## config.mk

```make
export PLATFORM = sky130hd
export DESIGN_NAME = fp32_fp16_converter
export DESIGN_NICKNAME = d
export VERILOG_FILES = /design/src/sv/f2h_pkg.sv /design/src/sv/fp32_fp16_converter.sv /design/src/sv/f2h_core.sv
export SDC_FILE = /design/constraint.sdc
export NUM_CORES = 1
export LEC_CHECK = 0
export BUFFER_PORTS_ARGS = -buffer_cell sky130_fd_sc_hd__buf_2
export CAP_MARGIN = 20
export CORE_MARGIN = 2
export CORE_UTILIZATION = 48
export DETAILED_ROUTE_END_ITERATION = 10
export PLACE_DENSITY = 0.66
export SYNTH_ARGS = -nofsm -noshare
export SYNTH_HDL_FRONTEND = slang
export SYNTH_HIERARCHICAL = 1
export SYNTH_SLANG_ARGS = --single-unit
```

## constraint.sdc

```tcl
create_clock -name clk_i -period 10.1 [get_ports clk_i]
set_input_delay 0.505 -clock clk_i [delete_from_list [all_inputs] [get_ports clk_i]]
set_output_delay 0.505 -clock clk_i [all_outputs]
set_load 0.01 [all_outputs]
```

## src/sv/f2h_pkg.sv

```systemverilog
package f2h_pkg;

  localparam logic MODE_S2H = 1'b0;
  localparam logic MODE_H2S = 1'b1;

  typedef struct packed {
    logic        mode;
    logic [31:0] bits;
  } f2h_word_t;

  function automatic logic [15:0] s2h(input logic [31:0] x);
    logic        sgn;
    logic [7:0]  e;
    logic [22:0] m;
    logic [4:0]  he;
    logic [10:0] hm;
    logic [54:0] t;
    logic        up;
    logic [15:0] r;
    sgn = x[31];
    e = x[30:23];
    m = x[22:0];
    he = '0;
    hm = '0;
    t = '0;
    up = 1'b0;
    if (e == 8'hff) begin
      r = (m == '0) ? {sgn, 15'h7c00} : 16'h7fff;
    end else if (e >= 8'h8f) begin
      r = {sgn, 5'd30, 10'h3ff};
    end else if (e <= 8'h70) begin
      if (e >= 8'h67) begin
        t = {31'd0, 1'b1, m} << (e - 8'h67);
        hm = {1'b0, t[32:23]};
        up = t[22] && ((t[21:0] != '0) || t[23]);
        hm = hm + {10'd0, up};
        if (hm[10]) he = 5'd1;
      end else if (e == 8'h66 && m != '0) begin
        hm = 11'd1;
      end
      r = {sgn, he, hm[9:0]};
    end else begin
      he = 5'(e - 8'h70);
      hm = {1'b0, m[22:13]};
      up = m[12] && ((m[11:0] != '0) || m[13]);
      hm = hm + {10'd0, up};
      if (hm[10]) begin
        he = he + 5'd1;
        hm = '0;
      end
      if (he == 5'd31) r = {sgn, 5'd30, 10'h3ff};
      else r = {sgn, he, hm[9:0]};
    end
    return r;
  endfunction

  function automatic logic [31:0] h2s(input logic [15:0] h);
    logic        sgn;
    logic [4:0]  e;
    logic [9:0]  m;
    logic [7:0]  se;
    logic [9:0]  mn;
    logic [31:0] r;
    sgn = h[15];
    e = h[14:10];
    m = h[9:0];
    se = 8'd113;
    mn = '0;
    if (e == 5'h1f) begin
      r = (m == '0) ? {sgn, 31'h7f800000} : 32'h7fffffff;
    end else if (e == '0) begin
      if (m == '0) begin
        r = {sgn, 31'd0};
      end else begin
        for (int i = 9; i >= 0; i--) begin
          if (m[i] && mn == '0) begin
            se = 8'd113 - 8'(10 - i);
            mn = 10'(m << (10 - i));
          end
        end
        r = {sgn, se, mn, 13'd0};
      end
    end else begin
      r = {sgn, 8'({3'd0, e} + 8'd112), m, 13'd0};
    end
    return r;
  endfunction

endpackage

```

## src/sv/fp32_fp16_converter.sv

```systemverilog
// channel | signals                              | dir
// in      | in_valid_i in_stall_o mode_i operand_bits_i | sink
// out     | out_valid_o out_stall_i result_bits_o       | source
// Each word is registered at input, converted, and registered at output.
// One word per cycle sustained while the output is not stalled.
// Reset clears the valid flags only.
// Input stalls only when both stages are full and output is stalled.
module fp32_fp16_converter (
  input  logic        clk_i,
  input  logic        rst_ni,
  input  logic        in_valid_i,
  output logic        in_stall_o,
  input  logic        mode_i,
  input  logic [31:0] operand_bits_i,
  output logic        out_valid_o,
  input  logic        out_stall_i,
  output logic [31:0] result_bits_o
);
  import f2h_pkg::*;

  f2h_word_t   in_q;
  logic        in_v_q;
  logic [31:0] res_d, res_q;
  logic        out_v_q;
  logic        adv_out, adv_in;

  f2h_core u_core (.word_i(in_q), .result_o(res_d));

  assign adv_out    = in_v_q && (!out_v_q || !out_stall_i);
  assign adv_in     = !in_v_q || adv_out;
  assign in_stall_o = !adv_in;

  always_ff @(posedge clk_i or negedge rst_ni) begin
    if (!rst_ni) begin
      in_v_q  <= 1'b0;
      out_v_q <= 1'b0;
    end else begin
      if (adv_in) in_v_q <= in_valid_i;
      if (adv_out) out_v_q <= 1'b1;
      else if (!out_stall_i) out_v_q <= 1'b0;
    end
  end

  always_ff @(posedge clk_i) begin
    if (adv_in && in_valid_i) in_q <= '{mode: mode_i, bits: operand_bits_i};
    if (adv_out) res_q <= res_d;
  end

  assign out_valid_o   = out_v_q;
  assign result_bits_o = res_q;

  a_hold: assert property (@(posedge clk_i) disable iff (!rst_ni)
    out_v_q && out_stall_i |=> out_v_q && $stable(res_q))
    else $error("result lost under stall");
  a_full: assert property (@(posedge clk_i) disable iff (!rst_ni)
    in_stall_o |-> in_v_q && out_v_q)
    else $error("stall without full pipe");
  a_move: assert property (@(posedge clk_i) disable iff (!rst_ni)
    adv_out |=> out_v_q)
    else $error("result not shown");
endmodule

```

## src/sv/f2h_core.sv

```systemverilog
module f2h_core (
  input  f2h_pkg::f2h_word_t word_i,
  output logic [31:0]        result_o
);
  import f2h_pkg::*;

  always_comb begin
    case (word_i.mode)
      MODE_S2H: result_o = {16'd0, s2h(word_i.bits)};
      MODE_H2S: result_o = h2s(word_i.bits[15:0]);
      default:  result_o = '0;
    endcase
  end
endmodule
```

Word-level counts from Yosys, hierarchy flattened
Cells that the tools add are included.

Bits of input ports: 37. Output and inout port bits: 34. Register bits: 67. Word-level logic and storage cells: 136.

Add/subtract/negate cells: 6. Bitwise logic cells: 1. Muxes and demuxes: 78. Shift-type cells: 1. Magnitude comparators: 3. Reductions and logical operators: 37. Equality and inequality tests: 5.

Operators with widths (count): 10-bit 2-to-1 mux (48); 10-bit zero test (10); 5-bit 2-to-1 mux (15); 32-bit 2-to-1 mux (2); 32-bit one-hot mux with 2 select lines (1); 31-bit 2-to-1 mux (2); 15-bit 2-to-1 mux (3); 24-bit by 8-bit << shifter with 33-bit output (1); 16-bit 2-to-1 mux (2); 23-bit zero test (1); 23-bit nonzero test (1); 10-bit by 1-bit adder with 11-bit output (2); 22-bit nonzero test (1); 1-bit logical AND (14); 12-bit nonzero test (1); 5-bit == test (second input constant) (2); 5-bit by 7-bit adder with 8-bit output (second input constant) (1); 8-bit by 7-bit == test with 1-bit output (second input constant) (1); 8-bit == test (second input constant) (1); 8-bit by 7-bit >= comparator with 1-bit output (second input constant) (1); 8-bit >= comparator (second input constant) (1); 8-bit by 7-bit less-or-equal comparator with 1-bit output (second input constant) (1); 8-bit by 7-bit subtractor with 8-bit output (second input constant) (1); 5-bit by 1-bit adder with 5-bit output (second input constant) (1); other kinds (7) (17).

Depth between registers and ports, before layout
Gate-level depths: netlist of the first run.

Depth after elaboration: 68. Gate-level depth with buffers: 20. Gate-level depth less buffers: 14.

Hierarchy
The synthesis of the first run kept the hierarchy.

By module, submodules not included: f2h_core (sequential area each 0.0 µm², times used 1, area an instance 3992.6 µm², cells an instance 580); fp32_fp16_converter (sequential area each 2001.9 µm², times used 1, area an instance 2044.5 µm², cells an instance 73).

Worst setup path before layout of the first run
Ideal clock, no wire load.

Path type: reg2reg. From: reg in_q[23] in the netlist's numbering. To: reg res_q[8] (netlist: result_bits_o[8]) (data pin). Stages on the path, launching flop included: 17. Setup slack: 6200 ps. Period minus slack after synthesis: 3900 ps. Arrival: 3765 ps. Library setup time: 135 ps. Buffers on the path: 4. Data required time: 9965 ps. Cells stage by stage: edfxtp_1 -> buf_6 -> buf_6 -> buf_2 -> inv_1 -> ha_1 -> inv_1 -> clkbuf_1 -> mux4_2 -> nand3_1 -> a311oi_1 -> nor2b_1 -> ha_1 -> and2_1 -> and3_1 -> or3_1 -> nand3_1.

Longest elaborated chain between the ends: 13. Elaborated cells on any way between the ends: 24. Classes of those cells: add/sub: 4; order compare: 3; eq/ne: 2; shift: 1; mux: 11; reduce/logical: 3.

RTL lines: from (decl) (RTL line fp32_fp16_converter.sv:21) `f2h_word_t in_q;`; from (signal assigned) (RTL line fp32_fp16_converter.sv:45) `if (adv_in && in_valid_i) in_q <= '{mode: mode_i, bits: operand_bits_i};`; parallel branches: the longest is 11 deep, another holds 10-bit by 1-bit adder with 11-bit output; 16-bit 2-to-1 mux (*) (RTL line f2h_pkg.sv:27) `if (e == 8'hff) begin`; 32-bit one-hot mux with 2 select lines (*) (RTL line f2h_core.sv:8) `case (word_i.mode)`; named net res_d[8] (RTL line fp32_fp16_converter.sv:23) `logic [31:0] res_d, res_q;`; to (signal assigned) (RTL line fp32_fp16_converter.sv:46) `if (adv_out) res_q <= res_d;`; to (decl) (RTL line fp32_fp16_converter.sv:23).

Mark *: on every way through the listed nets, which the timed path passes. The select of a mux whose other input is x is not followed. A chain may end at the register's enable or synchronous reset.

Final worst setup path of the first run
From: reg in_q[23] in the netlist's numbering. To: reg res_q[10] (netlist: result_bits_o[10]) (data pin).

Longest elaborated chain between the ends: 13. Elaborated cells on any way between the ends: 25. Classes of those cells: add/sub: 4; order compare: 3; eq/ne: 2; shift: 1; mux: 12; reduce/logical: 3.

RTL lines (RTL line): parallel branches: the longest is 11 deep, another holds 10-bit by 1-bit adder with 11-bit output; 16-bit 2-to-1 mux (*) (f2h_pkg.sv:27); 32-bit one-hot mux with 2 select lines (*) (f2h_core.sv:8); named net res_d[10] (fp32_fp16_converter.sv:23).

Marked as above.

==> results by group, run 1 <==
STA
  – Clock Skew: 7.86 ps
  – Rel. slew slack: 0.310
  – Final setup violating endpoints: 0
  – Worst slew pin tran: around 1000 ps
  – Fmax: 228 MHz
  – Final-report hold violation count: 0
  – Fin. max-slew vios: 0
  – Final period util: 0.434
  – Final worst-path setup slack: ~5700 ps
  – RSZ-0062 raised after global routing: false
  – Tmin final: 4380 ps
  – Fin Setup TNS: 0 ps
  – Hold WS: 326 ps

Synthesis
  – Synthesized flop and latch total: 67
  – Most used DFF post-synth: edfxtp_1
  – Synth warn: 6
  – Syn avg cell area: roughly 9.2 um^2
  – Number of synthesized flops with an enable pin: 65
  – Post-synth ARST share: 0.0299
  – Post-synthesis compound-gate area fraction: 0.223
  – Largest family of logic cells by synthesized area: compound AO/OA/AOI/OAI gates
  – Yosys top cell by area: edfxtp_1
  – Synth area leaders: edfxtp_1 (32%), mux4_2 (5.2%), mux2_2 (4.7%), a21oi_1 (4.3%), nand2_1 (3.4%)
  – Post-synthesis mux area share: 0.122
  – Adder and majority cell fraction of the synthesized area: 0.0124
  – Mapped Nets: between 600 and 700
  – Synth top area share: 0.323
  – Synth Cell Area: 6040 um^2
  – Post-synthesis cell count: 653
  – Part of the Yosys area used for sequential elements: 0.332
  – Synth Area in Simple Gates: 0.217
  – Post-synth cell types: 93
  – Synth Area in XOR/XNOR: 0.0348

Critical path
  – CP max FO: 42
  – Crit path kind: reg -> reg
  – CP endpoint kind: register
  – CP required: 10,270 ps
  – Worst path arrival time: 4540 ps
  – CP Launch Type: register
  – Register-to-register setup slack: 5720 ps

Detailed routing
  – Antenna-violating nets left: 0
  – 1st-iter DRT viols: 550
  – Wire per inst: 19.3 um
  – Met2 WL: about 7200 um
  – Routed WL: ~17,000 um
  – Drt first pass iters: 5
  – Top Metal Used: met4
  – DRT met1 WL: around 7500 um
  – DRC Markers: 0
  – DR vias: 5,540
  – Vias per cell: roughly 6.4
  – Wire length on met3: roughly 1400 um

Final layout
  – Area Growth Syn to Fin: 10.2%
  – FILL cells: 1,108
  – Nets: 730
  – Commonest cells after routing, fill and taps aside: buf_2 (70), edfxtp_1 (65), nand2_1 (55)
  – Non-Filler Instances: 860
  – Share of cells above drive strength 1: 0.246
  – Commonest non-fill, non-tap cell in the layout: buf_2
  – ANT cells: 0

Clocking
  – CTS sink cnt: 67
  – CTS tree: yes
  – Num CTS Buffers: 9
  – Bufs on Longest Clock Path: 2
  – CTS HTree Levels: 3
  – Reg clk slew, reported paths: 60 ps
  – Clock Latency Late Sink: about 350 ps
  – CTS root buffer: clkbuf_16
  – Resize count post-CTS: 0

Power
  – Total power: 0.000897 W
  – P_leak: 2.44 nW
  – Pwr dens: about 130 nW/um^2
  – Max VDD drop: 0.0988 mV

Global routing
  – Largest net degree at the start of global routing: 43
  – Number of global-route vias before repair: 4,986
  – Global-route wire length before repair: 26,200 um
  – GRT Util Overall: 0.252
  – Total gr overflow: 0
  – Initial antenna violation count: 0

Place
  – Placer Congestion: 0.915
  – Placed insts: 843
  – DP Worst Slack: 5770 ps
  – Post-DP HPWL: 12,000 um
  – Port Buf Inserts: 70

Floorplanning
  – Total core area: about 12,000 um^2
  – Row cnt: 40
  – Top Ports: 71
  – Initial Util: 0.496
  – Die Height: 116 um
  – Die X-Extent: 116 um
  – Die area: roughly 13,000 um^2

Status
  – Status: finished, final reports clean

Hold path
  – Class of the worst hold path: in -> reg

Run
  – Max-cap viol count: 0
[critical path, stage by stage, from the launching register on]
cell and delay, ps:
edfxtp_1 320, buf_4 440, ha_1 580, xor2_4 710
mux4_2 400, nand3_1 90, a311oi_1 460, nor2b_1 210
ha_1 210, and2_1 210, and3_1 220, a31oi_1 100
a221oi_1 230
[per-layer routing]
metal,up-vias,track usage
met2,293,0.371
met4,0,0.113
met5,-,0
met3,34,0.0477
met1,2624,0.363
li1,2589,-
[timing repair]
item                                   in CTS  in global routing
endpoints found under the hold margin       2                  0
buffers inserted                            0                  0
hold buffers                                1                  0
[metrics by stage]
stage,cell area [um^2],util
4_1_cts,6650,0.547
5_1_grt,6650,0.547
3_3_place_gp,6370,0.524
3_5_place_dp,6370,0.524
6_report,6650,0.547
2_1_floorplan,6040,-
[final timing paths]
check / startpoint / to / depth (start not counted)
worst max register to register: in_q[23] / result_bits_o[10] / 12
min in group asynchronous: rst_ni / out_valid_o / 2
worst min-delay path: operand_bits_i[10] / in_q[10] / 1
worst max-delay path: in_q[23] / result_bits_o[10] / 12
worst min register to register: in_v_q / out_valid_o / 1
max in group asynchronous: rst_ni / in_v_q / 2
[where the power goes]
group          leakage (nW)  total, W  internal, W  switching [W]
Clock                 0.125  0.000285     0.000164       0.000121
Combinational          1.66  0.000253     0.000104       0.000149
Sequential            0.654  0.000359     0.000332      0.0000269
[Yosys cell counts (all sizes together), types with 6 or more instances]
master	number
edfxtp	65
nand2b	12
a21o	6
o21ai	24
a21boi	6
nand4	8
o211ai	8
inv	10
xnor2	10
mux2	27
a21oi	53
nor4	10
a211oi	12
clkbuf	30
mux4	14
mux2i	12
nor2	53
and3	16
nand3	30
and2	11
a221oi	9
a31oi	9
buf	29
xor2	11
ha	6
o22ai	6
nor3	27
nand2	56
[cell type report]
type	instances	area (um^2)	area share
well taps	168	210	0.0316
multi-input cells	516	3690	0.554
repair buffers	82	443	0.0666
clock buffers	9	225	0.0338
inverters	11	42.5	0.00639
flip-flops and latches	67	2000	0.301
clock inverters	7	45.0	0.00677
[state kept, by name, summed over array words and instances, names as in the netlist]
register,flops
in_q,33
in_v_q,1
result_bits_o,32
out_valid_o,1
[logic make-up after synthesis]
family / Yosys count
and+or+nand+nor: 252
AOI/OAI and AO/OA: 184
buffers and inverters: 70
DFF: 67
muxes: 53
xor gates and xnor gates: 21
adders and majority gates: 6
Note: power is estimated with default switching activity, not from simulation.
==> inputs of run 2 (changes only) <==
PLACE_DENSITY = 0.68   (was 0.66)
clock period = 3.7 ns   (was 10.1 ns; I/O delays follow)
==> results by group, run 2 (same netlist as run 1, synthesis figures left out) <==
Status
  – Status: finished, final reports clean

Global routing
  – Global-route wire length before repair: 28,200 um (+7.4%)
  – Initial antenna violation count: 0 (unchanged)
  – Total gr overflow: 0 (unchanged)
  – Met1 usage: 0.407 (+0.0444)
  – GRT busiest layer: met1
  – Largest net degree at the start of global routing: 41 (-4.7%)
  – Number of global-route vias before repair: 5,182 (+3.9%)
  – GRT Util Overall: 0.270 (+0.0176)
  – Met3 Track Usage GR: 0.0451 (-0.00259)
  – Met2 GRT Util: 0.406 (+0.0351)

STA
  – Tmin final: 3530 ps (-851 ps)
  – Final period util: 0.954 (+0.520)
  – Clock Skew: 7.89 ps (+0.0288 ps)
  – Fin Setup TNS: 0 ps (unchanged)
  – Final-report hold violation count: 0 (unchanged)
  – Fin. max-slew vios: 0 (unchanged)
  – Rel. slew slack: 0.425 (+0.114)
  – Fmax: 283 MHz (+24%)
  – Hold WS: 11.4 ps (-314 ps)
  – Worst slew pin tran: 863 ps (-172 ps)
  – Final setup violating endpoints: 0 (unchanged)

Final layout
  – Largest Register: in_q
  – Share of cells above drive strength 1: 0.300 (+0.0547)
  – FILL cells: 1,093 (-1.4%)
  – Commonest non-fill, non-tap cell in the layout: buf_2
  – Area Growth Syn to Fin: 17.1%
  – Max FFs per register: 33 (unchanged)
  – Nets: 767 (+5.1%)
  – Commonest cells after routing, fill and taps aside: buf_2 (70), edfxtp_1 (65), nand2_1 (55)
  – End-of-flow core utilization: 0.581 (+0.0343)
  – ANT cells: 0 (unchanged)

Clocking
  – Bufs on Longest Clock Path: 2 (unchanged)
  – CTS sink cnt: 67 (unchanged)
  – Reg clk slew, reported paths: 60 ps (about the same)
  – Num CTS Buffers: 9 (unchanged)
  – CTS HTree Levels: 3 (unchanged)
  – CTS tree: yes
  – Clock Latency Late Sink: 340 ps (about the same)
  – CTS root buffer: clkbuf_16

Critical path
  – R2r endpoint: result_bits_o[7]
  – Crit path kind: reg -> reg
  – CP required: 3780 ps (-6490 ps)
  – CP Launch Type: register
  – Reg2Reg Depth: 14 (+2)
  – CP endpoint kind: register
  – Reg-to-Reg Start: in_q[6]
  – CP max FO: 6 (-86%)
  – Worst path arrival time: 3610 ps (-930 ps)
  – Register-to-register setup slack: 170 ps (-5550 ps)

Detailed routing
  – Antenna-violating nets left: 0 (unchanged)
  – Routed WL: 17,600 um (+6.0%)
  – Drt first pass iters: 5 (unchanged)
  – Vias per cell: 6.37 (-1.1%)
  – Wire per inst: 19.6 um (+1.7%)
  – 1st-iter DRT viols: 462 (-16%)
  – DRC Markers: 0 (unchanged)
  – DR vias: 5,712 (+3.1%)

Power
  – Pwr dens: 364 nW/um^2 (+170%)
  – Max VDD drop: 0.328 mV (+230%)
  – P_leak: 2.65 nW (+8.9%)

Floorplanning
  – Die Height: 116 um (unchanged)
  – Total core area: 12,200 um^2 (unchanged)
  – Top Ports: 71 (unchanged)
  – Row cnt: 40 (unchanged)
  – Die X-Extent: 116 um (unchanged)
  – Initial Util: 0.496 (unchanged)
  – Die area: 13,500 um^2 (unchanged)

Hold path
  – Class of the worst hold path: in -> reg
  – Hold Path Sink: in_q[30]
  – Hold_sp: operand_bits_i[30]
  – Hold depth: 1 (unchanged)

Place
  – Port Buf Inserts: 70 (unchanged)
  – Post-DP HPWL: 13,100 um (+9.3%)
  – Placer Congestion: 0.967 (+5.7%)

Run
  – Max-cap viol count: 0 (unchanged)
==> run 2: cell types whose count changed in the layout (fill, tap and decap cells not counted), moves of 2 or more <==
cell,delta
buf_12,+2
buf_4,+34
nor4_1,-2
nor4_4,+3
==> run 2: metal layers <==
metal	up-vias	part of all wire
li1	2665	-
met1	2792	0.48
met2	236	0.44
met3	19	0.062
met4	0	0.017
met5	-	0
==> run 2: where the power goes <==
part / internal (W) / switching (W) / total, W
registers: 0.000907 / 0.0000505 / 0.000958
clock network: 0.000518 / 0.000321 / 0.000839
logic: 0.000322 / 0.000454 / 0.000777
==> run 2: worst max-delay path: stages, from the launching register on <==
cell and delay [ps]:
edfxtp_1 430, nor4_4 330, nand3_2 150, o41a_1 400, ha_2 190, ha_1 200
and3_2 250, nand4_1 170, buf_4 160, nor3_1 50, o21bai_2 200, a2bb2o_4 180
o21ai_0 90, a211o_1 300, a2bb2oi_1 140
==> run 2: area by class of cell <==
type                       instances  area [um^2]  area share
multi-input combinational        517         3780       0.535
timing repair buffer             118          738       0.104
inverter                          11         42.5     0.00602
sequential                        67         2000       0.283
clock buffer                       9          225      0.0319
tap                              168          210      0.0297
clock inverter                     7         68.8     0.00973
==> run 2: through the flow <==
step / total power (W) / worst slack (ps) / area (um^2) / std cells
floorplan: 0.00150 / 4.42 / 6100 / 653
global placement: 0.00172 / 113 / 6690 / 878
detailed placement: 0.00172 / -11.4 / 6690 / 878
CTS: 0.00257 / 67.4 / 6990 / 895
global route: 0.00269 / -1.08 / 7070 / 897
finish: 0.00257 / 172 / 7070 / 897
==> run 2: worst max-delay path by stage <==
stage | startpoint | endpoint | slack [ps] | cells after the start
after detailed placement | in_q[3] | result_bits_o[7] | -10 | 14
after global placement | in_q[0] | result_bits_o[7] | 110 | 13
after floorplan | in_q[9] | result_bits_o[10] | 4 | 20
after global routing | in_q[6] | result_bits_o[7] | -1 | 14
final | in_q[6] | result_bits_o[7] | 170 | 14
after CTS | in_q[3] | result_bits_o[7] | 70 | 14
==> run 2: repair_timing <==
action,CTS,global route
pin swaps,0,6
endpoints found under the setup margin,2,14
hold buffers,1,0
resized for setup,1,12
hold endpoints to repair,2,0
cloned,0,1
setup buffers,0,1
==> inputs of run 3 (changes only) <==
ABC_AREA = 1   (was default)
PLACE_DENSITY = 0.69   (was 0.68)
==> results by group, run 3 <==
Status
  – Status: finished, final reports clean

Clocking
  – CTS root buffer: clkbuf_16
  – Num CTS Buffers: 9 (unchanged)
  – Reg clk slew, reported paths: 60 ps (about the same)
  – CTS tree: yes
  – CTS HTree Levels: 3 (unchanged)
  – CTS sink cnt: 67 (unchanged)
  – Clock Latency Late Sink: 340 ps (about the same)
  – Bufs on Longest Clock Path: 2 (unchanged)

Place
  – DP Worst Slack: -234 ps (-223 ps)
  – Port Buf Inserts: 70 (unchanged)
  – Placed insts: 1,037 (+18%)
  – Area after DPL: 6450 um^2 (-3.6%)
  – Post-DP HPWL: 13,200 um (+0.77%)
  – Placer Congestion: 1.02 (+5.0%)

Run
  – Max-cap viol count: 0 (unchanged)

Synthesis
  – Post-synth ARST share: 0.0299 (unchanged)
  – Mapped Nets: 841 (+21%)
  – Synth warn: 6 (unchanged)
  – Part of the Yosys area used for sequential elements: 0.358 (+0.0266)
  – Synth Cell Area: 5590 um^2 (-7.4%)
  – Synth area leaders: edfxtp_1 (35%), nand2_1 (13%), o21ai_0 (7.4%), inv_1 (6.3%), a21oi_1 (3.9%)
  – Post-synth cell types: 49 (-47%)
  – Synth top area share: 0.349 (+0.0259)
  – Most used DFF post-synth: edfxtp_1
  – Synthesized flop and latch total: 67 (unchanged)
  – Post-synthesis cell count: 798 (+22%)
  – Yosys top cell by area: edfxtp_1
  – Leading cell type by number of instances after synthesis: nand2_1
  – Post-synth top cells: nand2_1 (196), inv_1 (94), o21ai_0 (83)
  – Number of synthesized flops with an enable pin: 65 (unchanged)
  – Syn avg cell area: 7.00 um^2 (-24%)

Global routing
  – Global-route wire length before repair: 27,600 um (-2.0%)
  – Number of global-route vias before repair: 5,629 (+8.6%)
  – GRT Util Overall: 0.279 (+0.00887)
  – Total gr overflow: 0 (unchanged)
  – Largest net degree at the start of global routing: 34 (-17%)
  – Initial antenna violation count: 0 (unchanged)

Detailed routing
  – Antenna-violating nets left: 0 (unchanged)
  – Wire per inst: 16.5 um (-16%)
  – DRC Markers: 0 (unchanged)
  – Drt first pass iters: 5 (unchanged)
  – DR vias: 6,120 (+7.1%)
  – 1st-iter DRT viols: 672 (+45%)
  – Routed WL: 17,900 um (+1.7%)
  – Vias per cell: 5.66 (-11%)

Final layout
  – FILL cells: 1,009 (-7.7%)
  – Commonest cells after routing, fill and taps aside: nand2_1 (180), inv_1 (90), buf_4 (75)
  – Nets: 977 (+27%)
  – Largest Register: in_q
  – End-of-flow core utilization: 0.645 (+0.0634)
  – ANT cells: 0 (unchanged)
  – Final instance area: 7330 um^2 (+3.7%)
  – Non-Filler Instances: 1,082 (+21%)
  – Commonest non-fill, non-tap cell in the layout: nand2_1
  – Max FFs per register: 33 (unchanged)
  – Area Growth Syn to Fin: 31.2%
  – Share of cells above drive strength 1: 0.302 (+0.00204)

Floorplanning
  – Total core area: 11,400 um^2 (-6.5%)
  – Die Height: 112 um (-3.7%)
  – Die X-Extent: 112 um (-3.7%)
  – Die area: 12,500 um^2 (-7.2%)
  – Row cnt: 39 (-2.5%)
  – Top Ports: 71 (unchanged)
  – Initial Util: 0.492 (-0.00482)

Critical path
  – CP max stage delay: 480 ps (+50 ps)
  – CP required: 3780 ps (about the same)
  – Reg2Reg Depth: 24 (+10)
  – CP endpoint kind: register
  – Register-to-register setup slack: 20 ps (-150 ps)
  – Worst path arrival time: 3760 ps (+150 ps)
  – Crit path kind: reg -> reg
  – CP Launch Type: register
  – Buf+Inv Stages, Crit Path: 2 (+1)
  – R2r endpoint: result_bits_o[8]
  – CP max FO: 4 (-2)
  – Crit path max-delay family: simple AND/OR/NAND/NOR gates
  – Reg-to-Reg Start: in_q[24]
  – CP cell instances: nand3_2, nand3_2, nand4_1, nand2_4, buf_6, nor3_4, a31oi_2, mux2i_2, mux2i_1, a21oi_1, o21ai_1, nor2_1, inv_1, nor2_4, ha_4, nand4_1, nor2_2, nand3_2, nor2_2, a21oi_1, o21ai_0, nand2_1, nand2_1, nand2_1
  – Crit-path slowest cell: edfxtp_1

STA
  – Hold WS: 10.8 ps (-0.584 ps)
  – Final-report hold violation count: 0 (unchanged)
  – Fin. max-slew vios: 0 (unchanged)
  – RSZ-0062 raised after global routing: true
  – Rel. slew slack: 0.300 (-0.125)
  – Clock Skew: 11.0 ps (+3.09 ps)
  – Worst slew pin tran: 1050 ps (+185 ps)
  – Final worst-path setup slack: 22.0 ps (-150 ps)
  – Final setup violating endpoints: 0 (unchanged)
  – Final period util: 0.994 (+0.0404)
  – Fmax: 272 MHz (-4.1%)
  – Tmin final: 3680 ps (+150 ps)

Hold path
  – Class of the worst hold path: in -> reg
  – Hold depth: 1 (unchanged)
  – Hold Path Sink: in_q[24]
  – Hold_sp: operand_bits_i[24]

Power
  – P_leak: 3.31 nW (+25%)
  – Pwr dens: 363 nW/um^2 (-0.13%)
  – Max VDD drop: 0.390 mV (+19%)
==> run 3: cell types whose count changed after synthesis, sizes merged, moves of 13 or more <==
cell	delta
nand2	+147
nor3	-13
nand3	+15
inv	+93
nor2	+17
nand4	+26
mux2	-27
mux4	-14
buf	-19
o21ai	+82
and3	-16
==> run 3: worst reg2reg max path: stages, from the launching register on <==
cell      delay, ps
edfxtp_1        480
nand3_2         140
nand3_2          90
nand4_1         130
nand2_4         120
buf_6           150
nor3_4          120
a31oi_2          70
mux2i_2         220
mux2i_1         140
a21oi_1         170
o21ai_1          80
nor2_1          150
inv_1           100
nor2_4          150
ha_4            150
nand4_1         120
nor2_2          180
nand3_2         110
nor2_2          150
a21oi_1         100
o21ai_0         100
nand2_1          90
nand2_1          70
nand2_1          50
==> run 3: logic make-up (layout without fill, tap and decap cells) <==
group                      count (synthesis)  count (layout)  share of synthesized area
adders and majority gates                  6               6                     0.0134
buffers and inverters                    141             282                     0.0992
xor gates and xnor gates                  14              14                     0.0219
muxes                                      7               7                     0.0125
DFF                                       67              67                      0.358
AOI/OAI and AO/OA                        182             182                      0.181
and+or+nand+nor                          381             381                      0.314
==> run 3: metal layers <==
layer,GRT usage,up-vias,share of wire
li1,-,2992,-
met1,0.392,2826,0.45
met2,0.424,267,0.45
met3,0.0659,35,0.078
met4,0.0947,0,0.022
met5,0,-,0
==> run 3: power by group <==
part / switching (W) / total, W / leakage [nW] / internal, W
registers: 0.0000401 / 0.000948 / 0.653 / 0.000908
clock network: 0.000306 / 0.000847 / 0.137 / 0.000540
logic: 0.000543 / 0.000870 / 2.52 / 0.000327
total: 0.000890 / 0.00266 / 3.31 / 0.00177
==> run 3: area by class of cell <==
type | count | area (um^2) | share of cell area
Multi-Input combinational cell | 590 | 3380 | 0.461
Sequential cell | 67 | 2000 | 0.273
Timing Repair Buffer | 156 | 1060 | 0.144
Inverter | 109 | 417 | 0.0568
Clock buffer | 14 | 254 | 0.0346
Tap cell | 143 | 179 | 0.0244
Clock inverter | 2 | 37.5 | 0.00512
Timing Repair inverter | 1 | 6.26 | 0.000853
==> run 3: timing repair <==
| action | 4_1_cts | 5_1_grt |
|---|---|---|
| endpoints found under the setup margin | 11 | 17 |
| hold endpoints to repair | 2 | 0 |
| cloned | 0 | 2 |
| resized for setup | 1 | 114 |
| pin swaps | 1 | 37 |
| buffers inserted | 5 | 22 |
| hold buffers | 1 | 0 |
==> run 3: worst max-delay path by stage <==
stage / end / from / cells past startpoint / slack (ps)
2_1_floorplan: result_bits_o[6] / in_q[23] / 19 / 30
3_3_place_gp: result_bits_o[7] / in_q[3] / 23 / -280
3_5_place_dp: result_bits_o[7] / in_q[3] / 23 / -230
4_1_cts: result_bits_o[8] / in_q[24] / 23 / 1
5_1_grt: result_bits_o[8] / in_q[24] / 24 / -310
6_report: result_bits_o[8] / in_q[24] / 24 / 20
==> run 3: metrics by stage <==
step	total power [W]	TNS, ps
4_1_cts	0.00256	0
6_report	0.00266	0
2_1_floorplan	0.00144	0
3_3_place_gp	0.00170	-1370
3_5_place_dp	0.00171	-972
5_1_grt	0.00281	-1740
